$ cat src/hdl/flca_pkg.sv
// ----------------------------------------------------------------------------
// flca_pkg
// Shared constants and codes for the free list chunk allocator.
// ----------------------------------------------------------------------------
package flca_pkg;

	localparam int NUM_CHUNKS = 256;
	localparam int IDX_W      = $clog2(NUM_CHUNKS);
	localparam int LINK_W     = IDX_W + 1;
	localparam int CNT_W      = IDX_W + 1;
	localparam int WALK_LIMIT = 2 * NUM_CHUNKS + 2;
	localparam int STEP_W     = $clog2(WALK_LIMIT + 2);
	localparam int KIND_W     = 2;
	localparam int STATUS_W   = 2;

	localparam logic [LINK_W-1:0] NULL_LINK = LINK_W'(NUM_CHUNKS);

	// request kinds
	localparam logic [KIND_W-1:0] KIND_ADD   = 2'd0;
	localparam logic [KIND_W-1:0] KIND_FIND  = 2'd1;
	localparam logic [KIND_W-1:0] KIND_ALLOC = 2'd2;

	// result status
	localparam logic [STATUS_W-1:0] ST_OK        = 2'd0;
	localparam logic [STATUS_W-1:0] ST_NOT_FOUND = 2'd1;
	localparam logic [STATUS_W-1:0] ST_INVALID   = 2'd2;

endpackage

$ cat src/hdl/flca_req_if.sv
// ----------------------------------------------------------------------------
// flca_req_if
// Request channel of the free list chunk allocator: valid/ready plus payload.
// ----------------------------------------------------------------------------
interface flca_req_if;
	import flca_pkg::*;

	logic              valid;
	logic              ready;
	logic [KIND_W-1:0] kind;
	logic [IDX_W-1:0]  chunk_index;
	logic [CNT_W-1:0]  chunk_count;
	logic [LINK_W-1:0] end_link;

	modport source (output valid, kind, chunk_index, chunk_count, end_link, input ready);
	modport sink   (input valid, kind, chunk_index, chunk_count, end_link, output ready);

endinterface

$ cat src/hdl/flca_rsp_if.sv
// ----------------------------------------------------------------------------
// flca_rsp_if
// Result channel of the free list chunk allocator: valid/ready plus payload.
// ----------------------------------------------------------------------------
interface flca_rsp_if;
	import flca_pkg::*;

	logic                valid;
	logic                ready;
	logic [LINK_W-1:0]   result_index;
	logic [STATUS_W-1:0] status;

	modport source (output valid, result_index, status, input ready);
	modport sink   (input valid, result_index, status, output ready);

endinterface

$ cat src/hdl/free_list_chunk_allocator.sv
// ----------------------------------------------------------------------------
// free_list_chunk_allocator
// Singly linked free list over a pool of chunks: add block, find previous,
// allocate run. Links live in a one-port-write, one-port-read synchronous RAM.
//
// Usage:
//   req carries one request (kind, chunk_index, chunk_count, end_link); it is
//   taken when valid and ready are high at a clock edge. ready is high only
//   while the sequencer is idle, one request at a time.
//   rsp returns exactly one result (result_index, status) per request from an
//   output register, so a new request is taken while a result still waits.
//   Path from accept to rsp.valid, always ending in S_DONE and the output register:
//     rejected or trivial request          straight to S_DONE
//     add block of n chunks                S_ADD, one link write per chunk
//     find previous over k link reads      S_FIND, one link read per step
//     allocate run over k link reads       S_WALK and S_TAIL, which unlinks the run
//   Every walk reads one link per cycle from the link RAM, which sets the rate;
//   walks stop after 2*NUM_CHUNKS+2 link reads.
//   Reset clears the head to null (list empty); the link RAM is not cleared,
//   it is filled by add block. If rsp stalls, the result holds in the output
//   register and a second finished result waits in the sequencer.
// ----------------------------------------------------------------------------
module free_list_chunk_allocator (
	input  logic        clk,
	input  logic        arst_n,
	flca_req_if.sink    req,
	flca_rsp_if.source  rsp
);
	import flca_pkg::*;

	typedef enum logic [5:0] {
		S_IDLE = 6'b000001,
		S_ADD  = 6'b000010,
		S_FIND = 6'b000100,
		S_WALK = 6'b001000,
		S_TAIL = 6'b010000,
		S_DONE = 6'b100000
	} state_t;

	localparam logic [STEP_W-1:0] STEP_LIMIT = STEP_W'(WALK_LIMIT);

	state_t state_q, state_d;

	logic [LINK_W-1:0]   head_q, head_d;
	logic [IDX_W-1:0]    cur_q, cur_d;
	logic [IDX_W-1:0]    first_q, first_d;
	logic [IDX_W-1:0]    prev_q, prev_d;
	logic                prev_head_q, prev_head_d;
	logic [CNT_W-1:0]    rem_q, rem_d;
	logic [CNT_W-1:0]    cnt_q, cnt_d;
	logic [STEP_W-1:0]   steps_q, steps_d, steps_n;
	logic [IDX_W-1:0]    idx_q, idx_d;
	logic [LINK_W-1:0]   endl_q, endl_d;
	logic [LINK_W-1:0]   res_q, res_d;
	logic [STATUS_W-1:0] st_q, st_d;

	logic                out_valid_q;
	logic [LINK_W-1:0]   out_index_q;
	logic [STATUS_W-1:0] out_status_q;
	logic                out_load;

	// link RAM
	logic [LINK_W-1:0] mem [NUM_CHUNKS];
	logic [LINK_W-1:0] rd_q;
	logic [IDX_W-1:0]  raddr;
	logic              we;
	logic [IDX_W-1:0]  waddr;
	logic [LINK_W-1:0] wdata;

	// finish and new-candidate requests from the state decode
	logic                fin_go;
	logic [LINK_W-1:0]   fin_idx;
	logic [STATUS_W-1:0] fin_st;
	logic                cand_go;
	logic [LINK_W-1:0]   cand_f;
	logic [STEP_W-1:0]   cand_steps;
	logic [CNT_W-1:0]    cand_cnt;

	assign req.ready = (state_q == S_IDLE);
	assign steps_n   = steps_q + STEP_W'(1);

	always_comb begin
		state_d     = state_q;
		head_d      = head_q;
		cur_d       = cur_q;
		first_d     = first_q;
		prev_d      = prev_q;
		prev_head_d = prev_head_q;
		rem_d       = rem_q;
		cnt_d       = cnt_q;
		steps_d     = steps_q;
		idx_d       = idx_q;
		endl_d      = endl_q;
		res_d       = res_q;
		st_d        = st_q;
		raddr       = cur_q;
		we          = 1'b0;
		waddr       = prev_q;
		wdata       = rd_q;
		out_load    = 1'b0;
		fin_go      = 1'b0;
		fin_idx     = NULL_LINK;
		fin_st      = ST_NOT_FOUND;
		cand_go     = 1'b0;
		cand_f      = head_q;
		cand_steps  = '0;
		cand_cnt    = cnt_q;

		unique case (state_q)
			S_IDLE: begin
				if (req.valid) begin
					idx_d       = req.chunk_index;
					cnt_d       = req.chunk_count;
					endl_d      = (req.end_link > NULL_LINK) ? NULL_LINK : req.end_link;
					steps_d     = '0;
					prev_head_d = 1'b1;
					unique case (req.kind)
						KIND_ADD: begin
							if (req.chunk_count == '0 ||
							    (10'(req.chunk_index) + 10'(req.chunk_count)) >
							    10'(NUM_CHUNKS)) begin
								fin_go = 1'b1;
								fin_st = ST_INVALID;
							end else begin
								cur_d   = req.chunk_index;
								first_d = req.chunk_index;
								rem_d   = req.chunk_count - CNT_W'(1);
								state_d = S_ADD;
							end
						end
						KIND_FIND: begin
							if (head_q >= NULL_LINK ||
							    head_q > LINK_W'(req.chunk_index)) begin
								fin_go = 1'b1;
							end else begin
								cur_d   = head_q[IDX_W-1:0];
								raddr   = head_q[IDX_W-1:0];
								state_d = S_FIND;
							end
						end
						KIND_ALLOC: begin
							if (req.chunk_count == '0) begin
								fin_go = 1'b1;
								fin_st = ST_INVALID;
							end else begin
								cand_go  = 1'b1;
								cand_f   = head_q;
								cand_cnt = req.chunk_count;
							end
						end
						default: begin
							fin_go = 1'b1;
							fin_st = ST_INVALID;
						end
					endcase
				end
			end
			S_ADD: begin
				we    = 1'b1;
				waddr = cur_q;
				if (rem_q == '0) begin
					wdata   = endl_q;
					head_d  = LINK_W'(first_q);
					fin_go  = 1'b1;
					fin_idx = LINK_W'(first_q);
					fin_st  = ST_OK;
				end else begin
					wdata = LINK_W'(cur_q) + LINK_W'(1);
					cur_d = cur_q + IDX_W'(1);
					rem_d = rem_q - CNT_W'(1);
				end
			end
			S_FIND: begin
				if (rd_q >= NULL_LINK || rd_q > LINK_W'(idx_q)) begin
					fin_go  = 1'b1;
					fin_idx = LINK_W'(cur_q);
					fin_st  = ST_OK;
				end else if (steps_n >= STEP_LIMIT) begin
					fin_go = 1'b1;
				end else begin
					cur_d   = rd_q[IDX_W-1:0];
					raddr   = rd_q[IDX_W-1:0];
					steps_d = steps_n;
				end
			end
			S_WALK: begin
				if (rd_q >= NULL_LINK || rd_q != LINK_W'(cur_q) + LINK_W'(1)) begin
					// run broken: restart the search at the link just read
					prev_d      = cur_q;
					prev_head_d = 1'b0;
					if (steps_n >= STEP_LIMIT) begin
						fin_go = 1'b1;
					end else begin
						cand_go    = 1'b1;
						cand_f     = rd_q;
						cand_steps = steps_n;
					end
				end else begin
					cur_d   = rd_q[IDX_W-1:0];
					raddr   = rd_q[IDX_W-1:0];
					rem_d   = rem_q - CNT_W'(1);
					steps_d = steps_n;
					if (steps_n >= STEP_LIMIT) begin
						fin_go = 1'b1;
					end else if (rem_q == CNT_W'(1)) begin
						state_d = S_TAIL;
					end
				end
			end
			S_TAIL: begin
				// unlink the run: predecessor takes the link after its last chunk
				if (prev_head_q) begin
					head_d = rd_q;
				end else begin
					we    = 1'b1;
					waddr = prev_q;
					wdata = rd_q;
				end
				fin_go  = 1'b1;
				fin_idx = LINK_W'(first_q);
				fin_st  = ST_OK;
			end
			S_DONE: begin
				if (!out_valid_q || rsp.ready) begin
					out_load = 1'b1;
					state_d  = S_IDLE;
				end
			end
			default: begin
				state_d = S_IDLE;
			end
		endcase

		if (cand_go) begin
			if (cand_f >= NULL_LINK) begin
				fin_go = 1'b1;
			end else begin
				first_d = cand_f[IDX_W-1:0];
				cur_d   = cand_f[IDX_W-1:0];
				raddr   = cand_f[IDX_W-1:0];
				rem_d   = cand_cnt - CNT_W'(1);
				steps_d = cand_steps + STEP_W'(1);
				state_d = (cand_cnt == CNT_W'(1)) ? S_TAIL : S_WALK;
			end
		end

		if (fin_go) begin
			res_d   = fin_idx;
			st_d    = fin_st;
			state_d = S_DONE;
		end
	end

	always_ff @(posedge clk or negedge arst_n) begin
		if (!arst_n) begin
			state_q     <= S_IDLE;
			head_q      <= NULL_LINK;
			out_valid_q <= 1'b0;
		end else begin
			state_q <= state_d;
			head_q  <= head_d;
			if (out_load) begin
				out_valid_q <= 1'b1;
			end else if (rsp.ready) begin
				out_valid_q <= 1'b0;
			end
		end
	end

	always_ff @(posedge clk) begin
		cur_q       <= cur_d;
		first_q     <= first_d;
		prev_q      <= prev_d;
		prev_head_q <= prev_head_d;
		rem_q       <= rem_d;
		cnt_q       <= cnt_d;
		steps_q     <= steps_d;
		idx_q       <= idx_d;
		endl_q      <= endl_d;
		res_q       <= res_d;
		st_q        <= st_d;
		if (out_load) begin
			out_index_q  <= res_q;
			out_status_q <= st_q;
		end
	end

	// writes and the reads that could see them never share a cycle
	always_ff @(posedge clk) begin
		if (we) begin
			mem[waddr] <= wdata;
		end
		rd_q <= mem[raddr];
	end

	assign rsp.valid        = out_valid_q;
	assign rsp.result_index = out_index_q;
	assign rsp.status       = out_status_q;

	a_write_state: assert property (@(posedge clk) disable iff (!arst_n)
		we |-> (state_q == S_ADD || state_q == S_TAIL))
		else $error("link write outside add or unlink");

	a_step_bound: assert property (@(posedge clk) disable iff (!arst_n)
		(state_q == S_FIND || state_q == S_WALK) |-> (steps_q <= STEP_LIMIT))
		else $error("walk ran past its step limit");

	a_out_free: assert property (@(posedge clk) disable iff (!arst_n)
		out_load |-> (!out_valid_q || rsp.ready))
		else $error("result register overwritten while stalled");

	a_head_unlink: assert property (@(posedge clk) disable iff (!arst_n)
		(state_q == S_IDLE && req.valid) |=> (state_q != S_IDLE))
		else $error("request taken without leaving idle");

endmodule

$ cat src/flat_wrapper.sv
// flat-port wrapper written by rule: the top's interface ports become plain ports
module free_list_chunk_allocator_flat import flca_pkg::*;
  (clk, arst_n, req_valid, req_kind, req_chunk_index, req_chunk_count, req_end_link, req_ready, rsp_valid, rsp_result_index, rsp_status, rsp_ready);
  flca_req_if req_i ();
  flca_rsp_if rsp_i ();
  input  logic clk;
  input  logic arst_n;
  input wire logic [$bits(req_i.valid)-1:0] req_valid;
  input wire logic [$bits(req_i.kind)-1:0] req_kind;
  input wire logic [$bits(req_i.chunk_index)-1:0] req_chunk_index;
  input wire logic [$bits(req_i.chunk_count)-1:0] req_chunk_count;
  input wire logic [$bits(req_i.end_link)-1:0] req_end_link;
  output wire logic [$bits(req_i.ready)-1:0] req_ready;
  output wire logic [$bits(rsp_i.valid)-1:0] rsp_valid;
  output wire logic [$bits(rsp_i.result_index)-1:0] rsp_result_index;
  output wire logic [$bits(rsp_i.status)-1:0] rsp_status;
  input wire logic [$bits(rsp_i.ready)-1:0] rsp_ready;
  assign req_i.valid = req_valid;
  assign req_i.kind = req_kind;
  assign req_i.chunk_index = req_chunk_index;
  assign req_i.chunk_count = req_chunk_count;
  assign req_i.end_link = req_end_link;
  assign req_ready = req_i.ready;
  assign rsp_valid = rsp_i.valid;
  assign rsp_result_index = rsp_i.result_index;
  assign rsp_status = rsp_i.status;
  assign rsp_i.ready = rsp_ready;
  free_list_chunk_allocator u_core (.clk(clk), .arst_n(arst_n), .req(req_i), .rsp(rsp_i));
endmodule
$ cat config.mk
export PLATFORM = sky130hd
export DESIGN_NAME = free_list_chunk_allocator_flat
export DESIGN_NICKNAME = d
export VERILOG_FILES = /design/src/hdl/flca_pkg.sv /design/src/hdl/flca_req_if.sv /design/src/hdl/flca_rsp_if.sv /design/src/hdl/free_list_chunk_allocator.sv /design/src/flat_wrapper.sv
export SDC_FILE = /design/constraint.sdc
export NUM_CORES = 2
export LEC_CHECK = 0
export BUFFER_PORTS_ARGS = -buffer_cell sky130_fd_sc_hd__buf_2
export CAP_MARGIN = 10
export CORE_MARGIN = 2
export CORE_UTILIZATION = 60
export CTS_BUF_LIST = sky130_fd_sc_hd__clkbuf_16
export CTS_CLUSTER_SIZE = 28
export DETAILED_ROUTE_END_ITERATION = 10
export PLACE_DENSITY = 0.76
export SYNTH_ARGS = -nofsm -noshare
export SYNTH_HDL_FRONTEND = slang
export SYNTH_SLANG_ARGS = --single-unit
$ cat constraint.sdc
create_clock -name clk -period 41.2 [get_ports clk]
set_clock_uncertainty 0.1 [all_clocks]
set_input_delay 2.06 -clock clk [delete_from_list [all_inputs] [get_ports clk]]
set_output_delay 2.06 -clock clk [all_outputs]
set_load 0.01 [all_outputs]
[After elaboration in Yosys (flattened, before gate mapping)]
Memory sizes are Yosys's and may differ from the RTL's. A register that Yosys moved wholly into a read port is not among the register bits.
Index checks and enable logic that the tools add are counted.
W data, S select, Z words.
Storage, ports and cells
  register bits: 108
  bits in writable memories: 2304
  input bits: 32
  output and inout port bits: 13
  word-level logic and storage cells: 169
  memories: 1
Operators by class
  add/subtract/negate cells: 8
  magnitude comparators: 8
  eq/ne operators: 15
  multiplexer cells: 104
  reductions and logical operators: 17
Memory list
  u_core.mem: words 256, width 9, rd ports 1, clocked after memory_dff 1, write ports 1, RTL line free_list_chunk_allocator.sv:63  | logic [LINK_W-1:0] mem [NUM_CHUNKS];
Operators by type and width (number)
  $mux W9: 20
  $mux W8: 20
  $mux W10: 9
  $mux W6: 10
  $pmux W9 S3: 2
  $pmux W8 S4: 1
  $pmux W10 S3: 1
  $ge A9 B9 Y1 const B: 3
  $sub A9 B1 Y9 const B: 3
  $mux W1: 25
  $pmux W6 S4: 1
  $pmux W8 S3: 1
  $add A10 B1 Y10 const B: 2
  $eq A9 B1 Y1 const B: 2
  $gt A9 B8 Y1: 2
  $logic_not A9 Y1: 2
  $pmux W9 S2: 1
  $pmux W8 S2: 1
  $pmux W6 S2: 1
  $add A8 B9 Y10: 1
  $ge A10 B10 Y1 const B: 1
  $gt A10 B9 Y1 const B: 1
  $add A8 B1 Y9 const B: 1
  $gt A9 B9 Y1 const B: 1
  other kinds (26): 40

[Longest topological paths before layout]
  word-level depth: 10
  mapped depth: 23
  depth with buffers taken out: 17

[Worst setup path after synthesis]
OpenSTA, ideal clock, no wires.
  path kind: reg2reg
  start point: register u_core.state_q[4]
  end point: memory u_core.mem[0][4] (netlist name), data pin
  setup time: 2187 ps
  arrival time: 11661 ps
  required time: 38913 ps
  path slack: 27252 ps
  cell stages (with the launch flop): 9
  path buffers: 5
  clock period less this slack: 13948 ps
  cell sequence: dfrtp_1 -> clkbuf_1 -> nor2_1 -> nand4b_1 -> clkbuf_1 -> clkbuf_1 -> clkbuf_1 -> clkbuf_1 -> o21ai_0
Between the ends
  longest elaborated chain between the ends: 2
RTL lines
  from (decl): RTL line free_list_chunk_allocator.sv:42  | state_t state_q, state_d;
  from (signal assigned): RTL line free_list_chunk_allocator.sv:260  | state_q <= state_d;
  $eq A6 B2 Y1: RTL line free_list_chunk_allocator.sv:109  | unique case (state_q)
  $mux W9
  net u_core.wdata[4]: RTL line free_list_chunk_allocator.sv:68  | logic [LINK_W-1:0] wdata;
  to (decl): RTL line free_list_chunk_allocator.sv:63
The timed path passes the listed nets, and every way through them passes these cells.

[Worst setup path in the final report]
  start point: register u_core.cur_q[1]
  end point: register u_core.rd_q[0] (read register of u_core.mem)
Between the ends
  longest elaborated chain between the ends: 8
  elaborated cells on any way between the ends: 17
  classes of those cells: 1 x add/sub; 1 x order compare; 1 x eq/ne; 13 x mux; 1 x reduce/logical
RTL lines
  from (decl): RTL line free_list_chunk_allocator.sv:45  | logic [IDX_W-1:0] cur_q, cur_d;
  from (signal assigned): RTL line free_list_chunk_allocator.sv:271  | cur_q <= cur_d;
  $add A8 B1 Y9: RTL line free_list_chunk_allocator.sv:187  | if (rd_q >= NULL_LINK || rd_q != LINK_W'(cur_q) + LINK_W'(1)) begin
  $ne A9 B9 Y1: RTL line free_list_chunk_allocator.sv:187
  $logic_or A1 B1 Y1: RTL line free_list_chunk_allocator.sv:187
  $mux W9: RTL line free_list_chunk_allocator.sv:187
  $mux W9
  $ge A9 B9 Y1: RTL line free_list_chunk_allocator.sv:235  | if (cand_f >= NULL_LINK) begin
  $mux W8: RTL line free_list_chunk_allocator.sv:235
  $mux W8 (*): RTL line free_list_chunk_allocator.sv:234  | if (cand_go) begin
  to (decl): RTL line free_list_chunk_allocator.sv:64  | logic [LINK_W-1:0] rd_q;
Every way passes the cells marked *; elsewhere a longest branch is shown, timed or not.
A chain may end at the register's enable or synchronous reset.

==> flow_summary.ini <==
[worst_setup_path]
arrival_ns = 10.23
slowest_delay_ns = 1.03
crit_chain = ha_1 -> nand3_1 -> a2bb2oi_1 -> nor4_1 -> o211ai_1 -> o211ai_2 -> o21a_1 -> buf_4 -> a41o_4 -> buf_4 -> buf_12 -> buf_4 -> mux2i_1 -> o22ai_1 -> nor4_1 -> o22ai_1 -> o211ai_1 -> nand4_1
cpMostUsedCell = buf_4
cp.required_ns = 41.85
crit_type = flip-flop to flip-flop
startpoint_type = flip-flop
cp_slowest_cell = o211ai_1
cp_max_fo = 114
crit_path_end_kind = flip-flop

[sta]
worst_pin_slew_ns = 1.53
hold_viol = 0
max_freq_mhz = 104
finalMaxSlewViolations = 2
period_share_pct = 23.3
min_period_ns = 9.59
slew_headroom_pct = -2.15
grt_setup_unrepaired = no
fin_tns_setup_ns = 0
setup_violations = 0

[clock_network]
numCtsBuffers = 229
h-tree-depth = 4
path_clk_slew_ns = 0.07
cts-resized-gates = 0
root_buffer = clkbuf_16
post_cts_buffers = 0
hold_buffers = 0
cts_buffer_depth = 3
cts_tree = yes
cts.sinks = 2421
clock_latency_ns = 0.93

[global_route]
track_usage_pct = 34.9
grt_pass1_wl_um = 425000
grt_antenna_before_repair = 21
grt.overflow.total = 0
grt_max_degree = 209
grt_pass1_vias = 61100

[layout]
syn_to_final_growth_pct = 9.61
drive_above_1_share_pct = 8.14
fill_cells = 11200
layout.nets = 7167
stdcell_count = 9494
seqCellArea_mm2 = 0.0722
multi_input_area_mm2 = 0.0249
design_area_mm2 = 0.109

[logic_synthesis]
synth_edf_count = 2361
synthArstFlopShare_pct = 0.661
ys_types = 103
post_synth.cell_area_avg_um2 = 13.9
synth_top_area_share_pct = 71.4
synth_top_area_cell = edfxtp_1
synth_nets = 7190
syn_area_mm2 = 0.0993
synth_ff_type = edfxtp_1
synthCells = 7123
yosys_warnings = 0
ys_seq_area_share_pct = 72.7
yosysMostFrequentCell = edfxtp_1
synth_seq_cells = 2421
synth_commonest_cells = edfxtp_1 (2,361), nand2_1 (1,332), mux2i_1 (602), a21oi_1 (545), nor2_1 (350)
yosys-top-cells-area = edfxtp_1 (71%), mux2i_1 (6.1%), nand2_1 (5.0%)

[min_path]
hp-class = flip-flop to flip-flop

[place]
gp_congestion = 0.970
placed_area_mm2 = 0.101
port_buffers = 44
dp_cells = 9057
hpwlAfterDp_um = 180000

[flow_run]
maxCapViolations = 1

[floorplan]
die_area_mm2 = 0.169
die_width_um = 411
die_h_um = 411
io_pins = 45
core.rowCount = 149
initial_core_util_pct = 60.3
core_area_mm2 = 0.165

[outcome]
violations = max-capacitance violations, max-slew violations
status = finished, violations left

[detailed_routing]
dr.pass1.iters = 7
drt_wl_total_um = 298000
drt_iter0_drc = 11000
detail-route-antenna-nets = 0
wire_per_inst_um = 31.4
drc = 0
vias = 64800
viasPerCell = 6.82
## state kept, by name, indices dropped and copies added, names as in the netlist, 2 cells and up
name / cells
u_core.st_q: 2
u_core.endl_q: 9
u_core.state_q: 6
u_core.cnt_q: 9
u_core.prev_q: 8
u_core.steps_q: 10
u_core.mem: 2304
u_core.res_q: 9
u_core.first_q: 8
u_core.rsp.result_index: 9
u_core.idx_q: 8
u_core.rsp.status: 2
u_core.head_q: 9
u_core.cur_q: 8
u_core.rd_q: 9
u_core.rem_q: 9
## routing by layer
layer / GRT usage [%] / part of all wire (%) / up-vias / wire, um
met1: 46.6 / 35 / 31800 / 105000
met3: 11.2 / 15 / 956 / 43400
li1: - / - / 27000 / -
met4: 20.2 / 6.6 / 12 / 19800
met5: 0 / 0.026 / - / 78
met2: 50.7 / 44 / 5064 / 130000
## path summary, 6_finish.rpt
kind | start | to | slack (ns) | cells after the start
max reg2reg | u_core.cur_q[1]$_DFF_P_ | u_core.rd_q[0]$_DFF_P_ | 31.61 | 18
min | u_core.res_q[8]$_DFFE_PN_ | u_core.rsp.result_index[8]$_DFFE_PP_ | 0.32 | 0
max in group asynchronous | arst_n | u_core.state_q[0]$_DFF_PN1_ | 39.64 | 1
min in group asynchronous | arst_n | u_core.head_q[1]$_DFFE_PN0P_ | 0.99 | 1
max | u_core.cur_q[1]$_DFF_P_ | u_core.rd_q[0]$_DFF_P_ | 31.61 | 18
min reg2reg | u_core.res_q[8]$_DFFE_PN_ | u_core.rsp.result_index[8]$_DFFE_PP_ | 0.32 | 0
## layout make-up
type                            instances  share of cell area (%)
Clock inverter                        198                    1.54
Inverter                               52                   0.179
Clock buffer                          230                    5.29
Timing Repair Buffer                  192                    1.34
Tap cell                             2189                    2.52
Sequential cell                      2421                    66.3
Antenna cell                            8                  0.0184
Multi-Input combinational cell       4204                    22.8
## critical path, delay by kind of cell, from the launching register on
family,cells,cell delay (ns)
fa+ha+maj,1,0.46
buf+inv,4,2.68
simple gates,4,1.45
mux,1,0.27
flops,1,0.81
compound gates,8,3.41
## cell usage in the layout (no fill, tap or decap), types with 27 or more instances in the layout
cell and n:
a2111oi_0 29, a21oi_1 545, a31oi_1 59, buf_2 45, buf_4 135, clkbuf_16 230
clkinv_1 62, clkinv_2 35, dfxtp_1 44, edfxtp_1 2361, ha_1 34, inv_1 107
mux2i_1 602, nand2_1 1331, nand2b_1 27, nand3_1 157, nor2_1 345, nor3_1 43
nor4_1 174, o211ai_1 32, o21ai_0 96, o221ai_1 48, o22ai_1 237, xnor2_1 29
## stage by stage
stage                     hold WS (ns)  setup slack [ns]  utilization, %
after floorplan                  0.300             27.25               -
after global placement           0.304             31.29            61.6
after detailed placement         0.311             31.25            61.6
after CTS                        0.325             31.92            66.1
after global routing             0.338             31.43            66.1
final                            0.321             31.61            66.1
## cell families (layout without fill, tap and decap cells)
family,count (synthesis),after routing,synth area share (%)
mux,604,604,6.09
buf+inv,498,672,2.65
fa+ha+maj,35,35,0.448
compound gates,1267,1267,7.91
xor+xnor,47,47,0.436
other cells,0,8,0
simple gates,2251,2251,9.80
flops,2421,2421,72.7
Power is left out: the tool's default activity adds up to more than one toggle a clock period on the data nets, which glitch-free logic cannot reach.
